[src/hw/rtl/crd_pkg.sv]
// Shared types and constants for the coverage region detector.
`timescale 1ns / 1ps

package crd_pkg;

   localparam int POSITION_BITS = 31;
   localparam int CHROM_BITS    = 16;
   localparam int COV_BITS      = 40;

   localparam int CSR_INDEX_BITS = 2;
   localparam int CSR_DATA_BITS  = (COV_BITS > POSITION_BITS) ? COV_BITS : POSITION_BITS;

   localparam int REQ_FIELD_BITS = POSITION_BITS + COV_BITS + CHROM_BITS + POSITION_BITS;
   localparam int REQ_TDATA_BITS = ((REQ_FIELD_BITS + 7) / 8) * 8;
   localparam int RSP_FIELD_BITS = CHROM_BITS + 2 * POSITION_BITS;
   localparam int RSP_TDATA_BITS = ((RSP_FIELD_BITS + 7) / 8) * 8;

   // result queue: room for two results per request plus two still waiting
   localparam int RSP_FIFO_DEPTH = 4;
   localparam int RSP_PTR_BITS   = $clog2(RSP_FIFO_DEPTH);
   localparam int RSP_CNT_BITS   = $clog2(RSP_FIFO_DEPTH + 1);

   typedef logic [POSITION_BITS-1:0] pos_type;
   typedef logic [POSITION_BITS:0]   pos_ext_type;
   typedef logic [CHROM_BITS-1:0]    chrom_type;
   typedef logic [COV_BITS-1:0]      cov_type;

   typedef enum logic [CSR_INDEX_BITS-1:0] {
      CSR_THRESHOLD = 2'd0,
      CSR_MERGE     = 2'd1,
      CSR_MIN_SIZE  = 2'd2
   } csr_index_type;

   typedef enum logic {
      ACT_COVERAGE  = 1'b0,
      ACT_CHROM_END = 1'b1
   } action_type;

   typedef struct packed {
      cov_type threshold;
      pos_type merge_distance;
      pos_type min_size;
   } cfg_type;

   typedef struct packed {
      logic      action;
      pos_type   position;
      cov_type   coverage_sum;
      chrom_type chrom_id;
      pos_type   chrom_size;
   } item_type;

   typedef struct packed {
      chrom_type chrom;
      pos_type   start_pos;
      pos_type   end_pos;
      logic      last;
   } result_type;

   // up to two results from one request; push_b only together with push_a
   typedef struct packed {
      logic       push_a;
      logic       push_b;
      result_type res_a;
      result_type res_b;
   } push_type;

endpackage

[src/hw/rtl/crd_core.sv]
// Region tracking state and the per-request open/close/merge logic.
`timescale 1ns / 1ps

module crd_core (
   input  logic              clock,
   input  logic              reset,
   input  logic              advance,
   input  crd_pkg::item_type item,
   input  crd_pkg::cfg_type  cfg,
   output crd_pkg::push_type push
);

   logic               open_ff, open_in;
   crd_pkg::pos_type   open_start_ff, open_start_in;
   logic               pend_valid_ff, pend_valid_in;
   crd_pkg::chrom_type pend_chrom_ff, pend_chrom_in;
   crd_pkg::pos_type   pend_start_ff, pend_start_in;
   crd_pkg::pos_type   pend_end_ff, pend_end_in;
   logic               merge_ok_ff, merge_ok_in;

   logic               is_end;
   logic               cov_hi;
   logic               do_close;
   crd_pkg::pos_type   close_end;
   logic               keep;
   logic               merge;
   logic               emit_held;
   logic               flush;
   logic               mid_valid;
   crd_pkg::chrom_type mid_chrom;
   crd_pkg::pos_type   mid_start;
   crd_pkg::pos_type   mid_end;
   logic               mid_merge_ok;
   crd_pkg::result_type held_res;
   crd_pkg::result_type flush_res;

   always_comb begin
      is_end    = (crd_pkg::action_type'(item.action) == crd_pkg::ACT_CHROM_END);
      cov_hi    = (item.coverage_sum >= cfg.threshold);
      do_close  = open_ff && (is_end || !cov_hi);
      close_end = is_end ? item.chrom_size : item.position;
      // length end - start + 1 >= min_size, done without signs
      keep = do_close &&
             ((crd_pkg::pos_ext_type'(close_end) + crd_pkg::pos_ext_type'(1)) >=
              (crd_pkg::pos_ext_type'(open_start_ff) + crd_pkg::pos_ext_type'(cfg.min_size)));
      // gap start - held end <= merge_distance; a negative gap always merges
      merge = keep && merge_ok_ff && pend_valid_ff &&
              (crd_pkg::pos_ext_type'(open_start_ff) <=
               (crd_pkg::pos_ext_type'(pend_end_ff) +
                crd_pkg::pos_ext_type'(cfg.merge_distance)));
      emit_held = keep && !merge && pend_valid_ff;

      // held region after the closing region is folded in
      mid_valid    = pend_valid_ff;
      mid_chrom    = pend_chrom_ff;
      mid_start    = pend_start_ff;
      mid_end      = pend_end_ff;
      mid_merge_ok = merge_ok_ff;
      if (keep) begin
         mid_merge_ok = 1'b1;
         mid_end      = close_end;
         if (!merge) begin
            mid_valid = 1'b1;
            mid_chrom = item.chrom_id;
            mid_start = open_start_ff;
         end
      end
      flush = is_end && mid_valid;
   end

   always_comb begin
      held_res.chrom      = pend_chrom_ff;
      held_res.start_pos  = pend_start_ff;
      held_res.end_pos    = pend_end_ff;
      held_res.last       = !flush;
      flush_res.chrom     = mid_chrom;
      flush_res.start_pos = mid_start;
      flush_res.end_pos   = mid_end;
      flush_res.last      = 1'b1;

      push.push_a = advance && (emit_held || flush);
      push.push_b = advance && emit_held && flush;
      push.res_a  = emit_held ? held_res : flush_res;
      push.res_b  = flush_res;
   end

   always_comb begin
      open_in       = open_ff;
      open_start_in = open_start_ff;
      pend_valid_in = pend_valid_ff;
      pend_chrom_in = pend_chrom_ff;
      pend_start_in = pend_start_ff;
      pend_end_in   = pend_end_ff;
      merge_ok_in   = merge_ok_ff;
      if (advance) begin
         pend_chrom_in = mid_chrom;
         pend_start_in = mid_start;
         pend_end_in   = mid_end;
         if (is_end) begin
            open_in       = 1'b0;
            pend_valid_in = 1'b0;
            merge_ok_in   = 1'b0;
         end else begin
            pend_valid_in = mid_valid;
            merge_ok_in   = mid_merge_ok;
            if (cov_hi) begin
               if (!open_ff) begin
                  open_in       = 1'b1;
                  open_start_in = item.position;
               end
            end else begin
               open_in = 1'b0;
            end
         end
      end
   end

   always_ff @(posedge clock) begin
      if (reset) begin
         open_ff       <= 1'b0;
         open_start_ff <= '0;
         pend_valid_ff <= 1'b0;
         pend_chrom_ff <= '0;
         pend_start_ff <= '0;
         pend_end_ff   <= '0;
         merge_ok_ff   <= 1'b0;
      end else begin
         open_ff       <= open_in;
         open_start_ff <= open_start_in;
         pend_valid_ff <= pend_valid_in;
         pend_chrom_ff <= pend_chrom_in;
         pend_start_ff <= pend_start_in;
         pend_end_ff   <= pend_end_in;
         merge_ok_ff   <= merge_ok_in;
      end
   end

   // merging is only ever enabled by a kept region, which is then held
   a_merge_needs_held: assert property (@(posedge clock) disable iff (reset)
      merge_ok_ff |-> pend_valid_ff)
      else $error("merge enabled with no held region");

   // a chromosome end leaves nothing open or held
   a_end_clears: assert property (@(posedge clock) disable iff (reset)
      (advance && is_end) |=> (!open_ff && !pend_valid_ff && !merge_ok_ff))
      else $error("state left over after chromosome end");

endmodule

[src/hw/rtl/crd_rsp_fifo.sv]
// Small result queue taking up to two results a cycle and giving one.
`timescale 1ns / 1ps

module crd_rsp_fifo (
   input  logic                 clock,
   input  logic                 reset,
   input  crd_pkg::push_type    push,
   output logic                 room_two,
   output logic                 rsp_valid,
   output crd_pkg::result_type  rsp_res,
   input  logic                 rsp_ready
);

   crd_pkg::result_type entry_ff [crd_pkg::RSP_FIFO_DEPTH];
   logic [crd_pkg::RSP_PTR_BITS-1:0] wr_ptr_ff, wr_ptr_in;
   logic [crd_pkg::RSP_PTR_BITS-1:0] rd_ptr_ff, rd_ptr_in;
   logic [crd_pkg::RSP_CNT_BITS-1:0] count_ff, count_in;
   logic [crd_pkg::RSP_PTR_BITS-1:0] wr_ptr_next;
   logic pop;

   always_comb begin
      rsp_valid   = (count_ff != '0);
      rsp_res     = entry_ff[rd_ptr_ff];
      room_two    = (count_ff <= crd_pkg::RSP_CNT_BITS'(crd_pkg::RSP_FIFO_DEPTH - 2));
      pop         = rsp_valid && rsp_ready;
      wr_ptr_next = wr_ptr_ff + crd_pkg::RSP_PTR_BITS'(1);
      wr_ptr_in   = wr_ptr_ff + crd_pkg::RSP_PTR_BITS'(push.push_a)
                              + crd_pkg::RSP_PTR_BITS'(push.push_b);
      rd_ptr_in   = rd_ptr_ff + crd_pkg::RSP_PTR_BITS'(pop);
      count_in    = count_ff + crd_pkg::RSP_CNT_BITS'(push.push_a)
                             + crd_pkg::RSP_CNT_BITS'(push.push_b)
                             - crd_pkg::RSP_CNT_BITS'(pop);
   end

   always_ff @(posedge clock) begin
      if (push.push_a) begin
         entry_ff[wr_ptr_ff] <= push.res_a;
      end
      if (push.push_b) begin
         entry_ff[wr_ptr_next] <= push.res_b;
      end
   end

   always_ff @(posedge clock) begin
      if (reset) begin
         wr_ptr_ff <= '0;
         rd_ptr_ff <= '0;
         count_ff  <= '0;
      end else begin
         wr_ptr_ff <= wr_ptr_in;
         rd_ptr_ff <= rd_ptr_in;
         count_ff  <= count_in;
      end
   end

   a_no_overflow: assert property (@(posedge clock) disable iff (reset)
      push.push_a |-> room_two)
      else $error("result queue pushed without room");

   a_count_bound: assert property (@(posedge clock) disable iff (reset)
      count_ff <= crd_pkg::RSP_CNT_BITS'(crd_pkg::RSP_FIFO_DEPTH))
      else $error("result queue count out of range");

endmodule

[src/hw/rtl/coverage_region_detector.sv]
// Top level of the coverage region detector: ports, config registers, input stage.
`timescale 1ns / 1ps

// Coverage region detector.
// Request channel (req_*): one request per genome position, or a chromosome
//   end marker (req_tuser = 1). A request is taken when req_tvalid and
//   req_tready are both high.
// Response channel (rsp_*): one response per finished region, in order;
//   rsp_tlast marks the final response caused by a request (at most two).
// Config port (csr_*): threshold, merge distance and min size, written with
//   csr_we; change them only while the block is idle. Index 3 is ignored.
// Path: a request is held in the input register, then the region logic
//   writes its responses to a four-entry queue, whose head drives rsp_tvalid.
// Throughput: one request per cycle while the queue has room, limited by the
//   response port at one response per cycle; requests that emit two
//   responses drain through the single queue read port.
// Stalls: with rsp_tready low the queue fills; the input register is then
//   held and req_tready drops once the queue has no room for two responses.
// Reset: synchronous, clears the config to threshold 0, merge distance 0,
//   min size 1, drops all region state and empties the queue.

module coverage_region_detector (
   input  logic                               clock,
   input  logic                               reset,
   // request
   input  logic                               req_tvalid,
   output logic                               req_tready,
   // [30:0] position, [70:31] coverage_sum, [86:71] chrom_id,
   // [117:87] chrom_size, rest zero
   input  logic [crd_pkg::REQ_TDATA_BITS-1:0] req_tdata,
   // [0] action
   input  logic                               req_tuser,
   // response
   output logic                               rsp_tvalid,
   input  logic                               rsp_tready,
   // [15:0] out_chrom, [46:16] out_start, [77:47] out_end, rest zero
   output logic [crd_pkg::RSP_TDATA_BITS-1:0] rsp_tdata,
   output logic                               rsp_tlast,
   // config
   input  logic                               csr_we,
   input  logic [crd_pkg::CSR_INDEX_BITS-1:0] csr_index,
   input  logic [crd_pkg::CSR_DATA_BITS-1:0]  csr_wdata
);

   localparam int PB = crd_pkg::POSITION_BITS;
   localparam int CB = crd_pkg::COV_BITS;
   localparam int HB = crd_pkg::CHROM_BITS;

   crd_pkg::cfg_type    cfg_ff, cfg_in;
   logic                in_valid_ff, in_valid_in;
   crd_pkg::item_type   in_item_ff, in_item_in;
   crd_pkg::item_type   req_item;
   crd_pkg::push_type   push;
   crd_pkg::result_type rsp_res;
   logic                room_two;
   logic                advance;
   logic                req_take;

   // config registers
   always_comb begin
      cfg_in = cfg_ff;
      if (csr_we) begin
         case (crd_pkg::csr_index_type'(csr_index))
            crd_pkg::CSR_THRESHOLD: cfg_in.threshold      = csr_wdata[CB-1:0];
            crd_pkg::CSR_MERGE:     cfg_in.merge_distance = csr_wdata[PB-1:0];
            crd_pkg::CSR_MIN_SIZE:  cfg_in.min_size       = csr_wdata[PB-1:0];
            default:                cfg_in = cfg_ff;
         endcase
      end
   end

   always_ff @(posedge clock) begin
      if (reset) begin
         cfg_ff.threshold      <= '0;
         cfg_ff.merge_distance <= '0;
         cfg_ff.min_size       <= crd_pkg::pos_type'(1);
      end else begin
         cfg_ff <= cfg_in;
      end
   end

   // unpack request
   always_comb begin
      req_item.action       = req_tuser;
      req_item.position     = req_tdata[PB-1:0];
      req_item.coverage_sum = req_tdata[PB+CB-1:PB];
      req_item.chrom_id     = req_tdata[PB+CB+HB-1:PB+CB];
      req_item.chrom_size   = req_tdata[2*PB+CB+HB-1:PB+CB+HB];
   end

   // input register: drains into the region logic when the queue has room
   always_comb begin
      advance     = in_valid_ff && room_two;
      req_tready  = !in_valid_ff || advance;
      req_take    = req_tvalid && req_tready;
      in_valid_in = req_take || (in_valid_ff && !advance);
      in_item_in  = req_take ? req_item : in_item_ff;
   end

   always_ff @(posedge clock) begin
      if (reset) begin
         in_valid_ff <= 1'b0;
      end else begin
         in_valid_ff <= in_valid_in;
      end
   end

   always_ff @(posedge clock) begin
      in_item_ff <= in_item_in;
   end

   crd_core u_core (
      .clock   (clock),
      .reset   (reset),
      .advance (advance),
      .item    (in_item_ff),
      .cfg     (cfg_ff),
      .push    (push)
   );

   crd_rsp_fifo u_rsp_fifo (
      .clock     (clock),
      .reset     (reset),
      .push      (push),
      .room_two  (room_two),
      .rsp_valid (rsp_tvalid),
      .rsp_res   (rsp_res),
      .rsp_ready (rsp_tready)
   );

   // pack response, zero filled to whole bytes
   assign rsp_tdata = crd_pkg::RSP_TDATA_BITS'({rsp_res.end_pos, rsp_res.start_pos,
                                                rsp_res.chrom});
   assign rsp_tlast = rsp_res.last;

endmodule

[config.mk]
export PLATFORM = sky130hd
export DESIGN_NAME = coverage_region_detector
export DESIGN_NICKNAME = d
export VERILOG_FILES = /design/src/hw/rtl/crd_pkg.sv /design/src/hw/rtl/crd_core.sv /design/src/hw/rtl/crd_rsp_fifo.sv /design/src/hw/rtl/coverage_region_detector.sv
export SDC_FILE = /design/constraint.sdc
export NUM_CORES = 1
export LEC_CHECK = 0
export BUFFER_PORTS_ARGS = -buffer_cell sky130_fd_sc_hd__buf_2
export CAP_MARGIN = 20
export CORE_MARGIN = 1.5
export CORE_UTILIZATION = 50
export CTS_CLUSTER_SIZE = 12
export DETAILED_ROUTE_END_ITERATION = 12
export GPL_ROUTABILITY_DRIVEN = 0
export PLACE_DENSITY = 0.7
export SLEW_MARGIN = 20
export SYNTH_ARGS = -nofsm -noshare
export SYNTH_HDL_FRONTEND = slang
export SYNTH_SLANG_ARGS = --single-unit
[constraint.sdc]
create_clock -name clock -period 14.5 [get_ports clock]
set_clock_uncertainty 0.05 [all_clocks]
set_input_delay 2.175 -clock clock [delete_from_list [all_inputs] [get_ports clock]]
set_output_delay 2.175 -clock clock [all_outputs]
set_load 0.02 [all_outputs]
Word-level counts from Yosys, hierarchy flattened:

Memory sizes are Yosys's and may differ from the RTL's. A register that Yosys moved wholly into a read port is not among the register bits.
Index checks and enable logic that the tools add are counted.

* add/sub/neg operators: 10
* order comparisons: 4
* equality and inequality tests: 2
* multiplexer cells: 19
* bitwise gates (word level): 2
* reductions and logical operators: 32

Operator list (number)
* $mux 31: 4
* $mux 79: 1
* $add 31x31->32: 2
* $ge 40x40->1: 1
* $add 31x1->32 const B: 1
* $ge 32x32->1: 1
* $le 31x32->1: 1
* $mux 16: 2
* $logic_and 1x1->1: 15
* $mux 1: 11
* $reduce_and 2->1: 4
* $add 2x1->2: 3
* $add 3x1->3: 2
* $logic_not 1->1: 5
* $logic_or 1x1->1: 4
* $reduce_and 4->1: 1
* $le 3x2->1 const B: 1
* $reduce_bool 3->1: 1
* $sub 3x1->3: 1
* $add 2x1->2 const B: 1
* $eq 2x1->1 const B: 1
* $eq 2x2->1 const B: 1
* $logic_not 2->1: 1
* $mux 2: 1
* 2 further kinds: 3

* bits in registers: 341
* memory bits (writable): 316
* input bits: 168
* output and inout port bits: 83
* word-level logic and storage cells: 89
* memories: 1

Memory list
* u_rsp_fifo.entry_ff: words 4, width 79, rd ports 1, clocked after memory_dff 1, wr ports 2, line crd_rsp_fifo.sv:14 `crd_pkg::result_type entry_ff [crd_pkg::RSP_FIFO_DEPTH];`

Logic depth before layout (Yosys ltp):

* word-level depth: 16
* mapped depth: 29
* mapped depth without buffers: 28

Modules after synthesis:

Synthesis repeated with hierarchy kept, for this count alone.

* cell total of the unflattened synthesis: 2782
* area, all modules: 36064.6 µm²

Modules (own cells, without submodules)
* crd_rsp_fifo: times used 1, cells each 806, area each 15516.1 µm², sequential area each 9629.2 µm²
* crd_core: times used 1, cells each 1468, area each 12753.5 µm², sequential area each 2242.2 µm²
* coverage_region_detector: times used 1, cells each 508, area each 7795.0 µm², sequential area each 5635.4 µm²

Worst setup path before layout:

OpenSTA, ideal clock, no wires.

* path kind: in2reg
* start: input port req_tvalid
* end: register in_item_ff[0] in the netlist's numbering (enable)
* arrival time: 7.951 ns
* data required time: 13.814 ns
* slack: 5.863 ns
* stages on the path: 2
* cells stage by stage: inv_1 a21oi_1

* longest elaborated chain between the ends: 1

Ends and longest elaborated chain
* start, declared: line coverage_region_detector.sv:26 `input logic req_tvalid,`
* $logic_and 1x1->1: line coverage_region_detector.sv:95 `req_take = req_tvalid && req_tready;`
* net req_take: line coverage_region_detector.sv:57 `logic req_take;`
* end signal, assigned: line coverage_region_detector.sv:109 `in_item_ff <= in_item_in;`
* end, declared: line coverage_region_detector.sv:51 `crd_pkg::item_type in_item_ff, in_item_in;`

The timed path passes the listed nets, and every way through them passes these cells.
A chain may end at the register's enable or synchronous reset.

==> results.txt <==
----------------------------------------------------
[Min path]
  Worst Hold Path EP ... cfg_ff[96]
  Worst Hold Launch ... cfg_ff[96]
  Path class of the lowest-slack min-delay path ... reg -> reg
  Worst hold path stage count ... 2

[Cells and area]
  Fillers ... 5342
  Area Growth Syn to Fin ... 13.40%
  Count of non-filler cells in the finished layout ... 4042
  Number of nets in the layout ... 3470
  Layout cells sized above 1 ... 0.1620

[STA]
  Tightest slew margin relative to the limit ... 0.2256
  Final period util ... 0.6180
  Total of endpoints with negative setup slack in the final report ... 0
  Number of max-slew violations in the final report ... 0
  Number of failing hold endpoints at the final stage ... 0
  Transition time of the tightest slew-check pin ... 1.162 ns
  WHS ... 0.4040 ns
  Final worst path period need ... 8.962 ns
  Unrepaired setup endpoints after global routing ... false
  Setup TNS Final ... 0 ns
  Maximum achievable frequency ... 111.6 MHz

[Global route]
  Antenna violations before repair ... 1
  Global-route total usage across every layer ... 0.2822
  Number of global-route vias before repair ... 24581
  Overflow left after global routing ... 0
  Maximum number of pins on one net before global-route repair ... 84
  Wire length of the first global-routing pass ... 143500 µm

[Synth]
  Top cell types by occurrence after synthesis ... sky130_fd_sc_hd__nand2_1, sky130_fd_sc_hd__edfxtp_1, sky130_fd_sc_hd__a21oi_1
  Largest area contributor in the synthesized netlist ... sky130_fd_sc_hd__edfxtp_1
  Total number of yosys warnings ... 0
  Most common flop cell mapped by yosys ... sky130_fd_sc_hd__edfxtp_1
  Leading post-synthesis cells by cell area ... sky130_fd_sc_hd__edfxtp_1, sky130_fd_sc_hd__dfxtp_1, sky130_fd_sc_hd__ha_1, sky130_fd_sc_hd__nand2_1, sky130_fd_sc_hd__mux4_2
  Fraction of the yosys area taken by sequential cells ... 0.5319
  Share of synthesized registers carrying an async set or reset ... 0
  Synth Instances ... 2938
  Mean cell area of the mapped netlist ... 11.18 µm²
  Number of synthesized flops with an enable pin ... 431
  Syn Std Cell Area ... 32840 µm²
  Unique masters post-synth ... 75
  Most instantiated library cell after synthesis ... sky130_fd_sc_hd__nand2_1
  #FFs+latches synth ... 657
  Post-synth top area share ... 0.3941

[Clocking]
  Worst-Skew Late Latency ... 0.64 ns
  Number of instances resized during post-cts repair ... 0
  Buffer type at the clock tree root ... sky130_fd_sc_hd__clkbuf_16
  Post-CTS repair timing setup buffer count ... 0
  CTS tree ... done
  Cts hold-fix bufs ... 0
  Deepest clock path buffer count ... 3
  Num Clock Sinks ... 657
  Number of buffers created by CTS ... 72
  Clock transition at path regs ... 0.06 ns
  CTS H-Tree Depth ... 3

[Drt]
  Post-DR vias/cell ... 6.235
  Post-Route WL ... 96000 µm
  Total number of vias ... 25203
  Post-detailed-route wirelength per cell ... 23.75 µm
  Count of unresolved DRC violations after routing ... 0
  Router iterations before antenna repair ... 7
  Number of antenna-violating nets in the routed design ... 0
  Violation count after the first detailed-route iteration ... 2375

[Pwr]
  Maximum ir drop on the vdd rail ... 96.78 µV
  Power per standard cell area ... 131.8 nW/µm²
  Leakage power summed over all cells ... 0.01315 µW

[Worst setup path]
  Critical path class ... reg -> reg
  End of the worst register-to-register path ... u_rsp_fifo.entry_ff[1][76]
  CP arrival ... 9.15 ns
  Startpoint kind of the worst setup timing path ... flop
  Worst-case reg-to-reg path depth ... 25
  Standard cell with the maximum stage delay on the critical path ... sky130_fd_sc_hd__buf_4
  Total buffers and inverters traversed by the critical path ... 1
  Required time of the critical path ... 14.69 ns
  Top fanout value on the critical path ... 62
  Register-to-Register Setup Slack ... 5.54 ns
  Worst setup EP type ... flop
  Cell depth of the worst setup path ... 25
  Critical R2R Launch ... u_core.pend_end_ff[4]
  Top delay family on crit path ... simple AND/OR/NAND/NOR gates
  Slowest stage delay, CP ... 0.93 ns

[Floorplan]
  Y dimension of the die ... 259.3 µm
  Number of placement rows ... 93
  Die ar. ... 67220 µm²
  Width of the chip ... 259.3 µm
  Io pins ... 251
  Initial core utilization ... 0.5076
  Core Area ... 64700 µm²

[Placed design]
  Detailed Place HPWL ... 62420 µm
  Total instance count after detailed placement ... 3909
  Input/output buffers ... 246

[Flow run]
  Maximum Capacitance Violations ... 0

[Run status]
  Outcome ... finished clean

----------------------------------------------------
[tightest hold or removal path: stages, from the launching register on]
cell and delay [ns]:
sky130_fd_sc_hd__dfxtp_1 0.31, sky130_fd_sc_hd__nand2_1 0.05, sky130_fd_sc_hd__a21oi_1 0.05
[worst max path at each step]
stage	from	to
2_1_floorplan	req_tvalid	in_item_ff[0]
3_3_place_gp	u_core.pend_end_ff[4]	u_rsp_fifo.entry_ff[1][46]
3_5_place_dp	u_core.pend_end_ff[4]	u_rsp_fifo.entry_ff[1][51]
4_1_cts	u_core.pend_end_ff[4]	u_rsp_fifo.entry_ff[1][78]
5_1_grt	u_core.pend_end_ff[0]	u_rsp_fifo.entry_ff[1][76]
6_report	u_core.pend_end_ff[4]	u_rsp_fifo.entry_ff[1][76]
[stage by stage]
step	instance area (µm²)	utilization	worst slack (ns)	total power, µW
final	37240	0.5756	5.538	4907
after global routing	37240	0.5756	5.097	5071
after CTS	37240	0.5756	5.776	4932
after detailed placement	34850	0.5387	5.820	3085
after global placement	34850	0.5387	5.956	3063
after floorplan	32840	-	5.863	2768
[metal layers]
metal  track usage  part of all wire  routed length [µm]  vias up
met3       0.04433             0.091                8769      270
met2        0.4768              0.48               46480     1395
met4        0.1328             0.046                4400        0
met5             0                 0                   0        -
li1              -                 -                   -    11303
met1        0.3557              0.38               36360    12235
[cell usage in the layout (no fill, tap or decap), drive strengths merged, types with 9 or more instances in the layout]
master	netlist	layout
o21a	27	27
xnor2	47	47
o22ai	31	31
nand3	31	31
o21ai	162	162
a21o	35	35
nor2	149	149
a21oi	245	245
nand2	483	483
inv	84	88
or3	10	10
nor3	32	32
mux4	79	79
nor2b	15	15
nand4	20	20
buf	59	286
nand2b	23	23
xor2	34	34
a22o	188	188
mux2i	78	78
clkbuf	112	107
clkinv	2	15
ha	169	169
o21bai	9	9
edfxtp	431	431
dfxtp	226	226
a211oi	38	38
a31oi	11	11
[kinds of logic after synthesis]
family	synth area share
and+or+nand+nor	0.1040
xor gates and xnor gates	0.02160
AOI/OAI and AO/OA	0.1622
buffers and inverters	0.03246
muxes	0.08036
DFF	0.5319
adders and majority gates	0.06744
other	0.0001142
[area by class of cell]
cell class | count | area (µm²) | area share
well taps | 855 | 1070 | 0.02873
flip-flops and latches | 657 | 17470 | 0.4692
clock buffers | 107 | 2043 | 0.05486
inverters | 86 | 322.8 | 0.008668
diodes | 1 | 2.502 | 0.00006720
multi-input cells | 2025 | 14450 | 0.3880
repair buffers | 286 | 1538 | 0.04129
clock inverters | 25 | 342.8 | 0.009206
[where the power goes]
group	total [µW]	switching, µW	leakage (µW)	internal (µW)
Sequential	2160	96.0	0.00583	2060
Clock	1860	755	0.00116	1110
Combinational	887	532	0.00616	356
[registers in the layout (all words and copies together) (netlist names)]
name and cells:
cfg_ff 102, in_item_ff 119, in_valid_ff 1, u_core.merge_ok_ff 1, u_core.open_ff 1, u_core.open_start_ff 31
u_core.pend_chrom_ff 16, u_core.pend_end_ff 31, u_core.pend_start_ff 31, u_core.pend_valid_ff 1, u_rsp_fifo.count_ff 3, u_rsp_fifo.entry_ff 316
u_rsp_fifo.rd_ptr_ff 2, u_rsp_fifo.wr_ptr_ff 2
(Power assumes the default switching activity.)
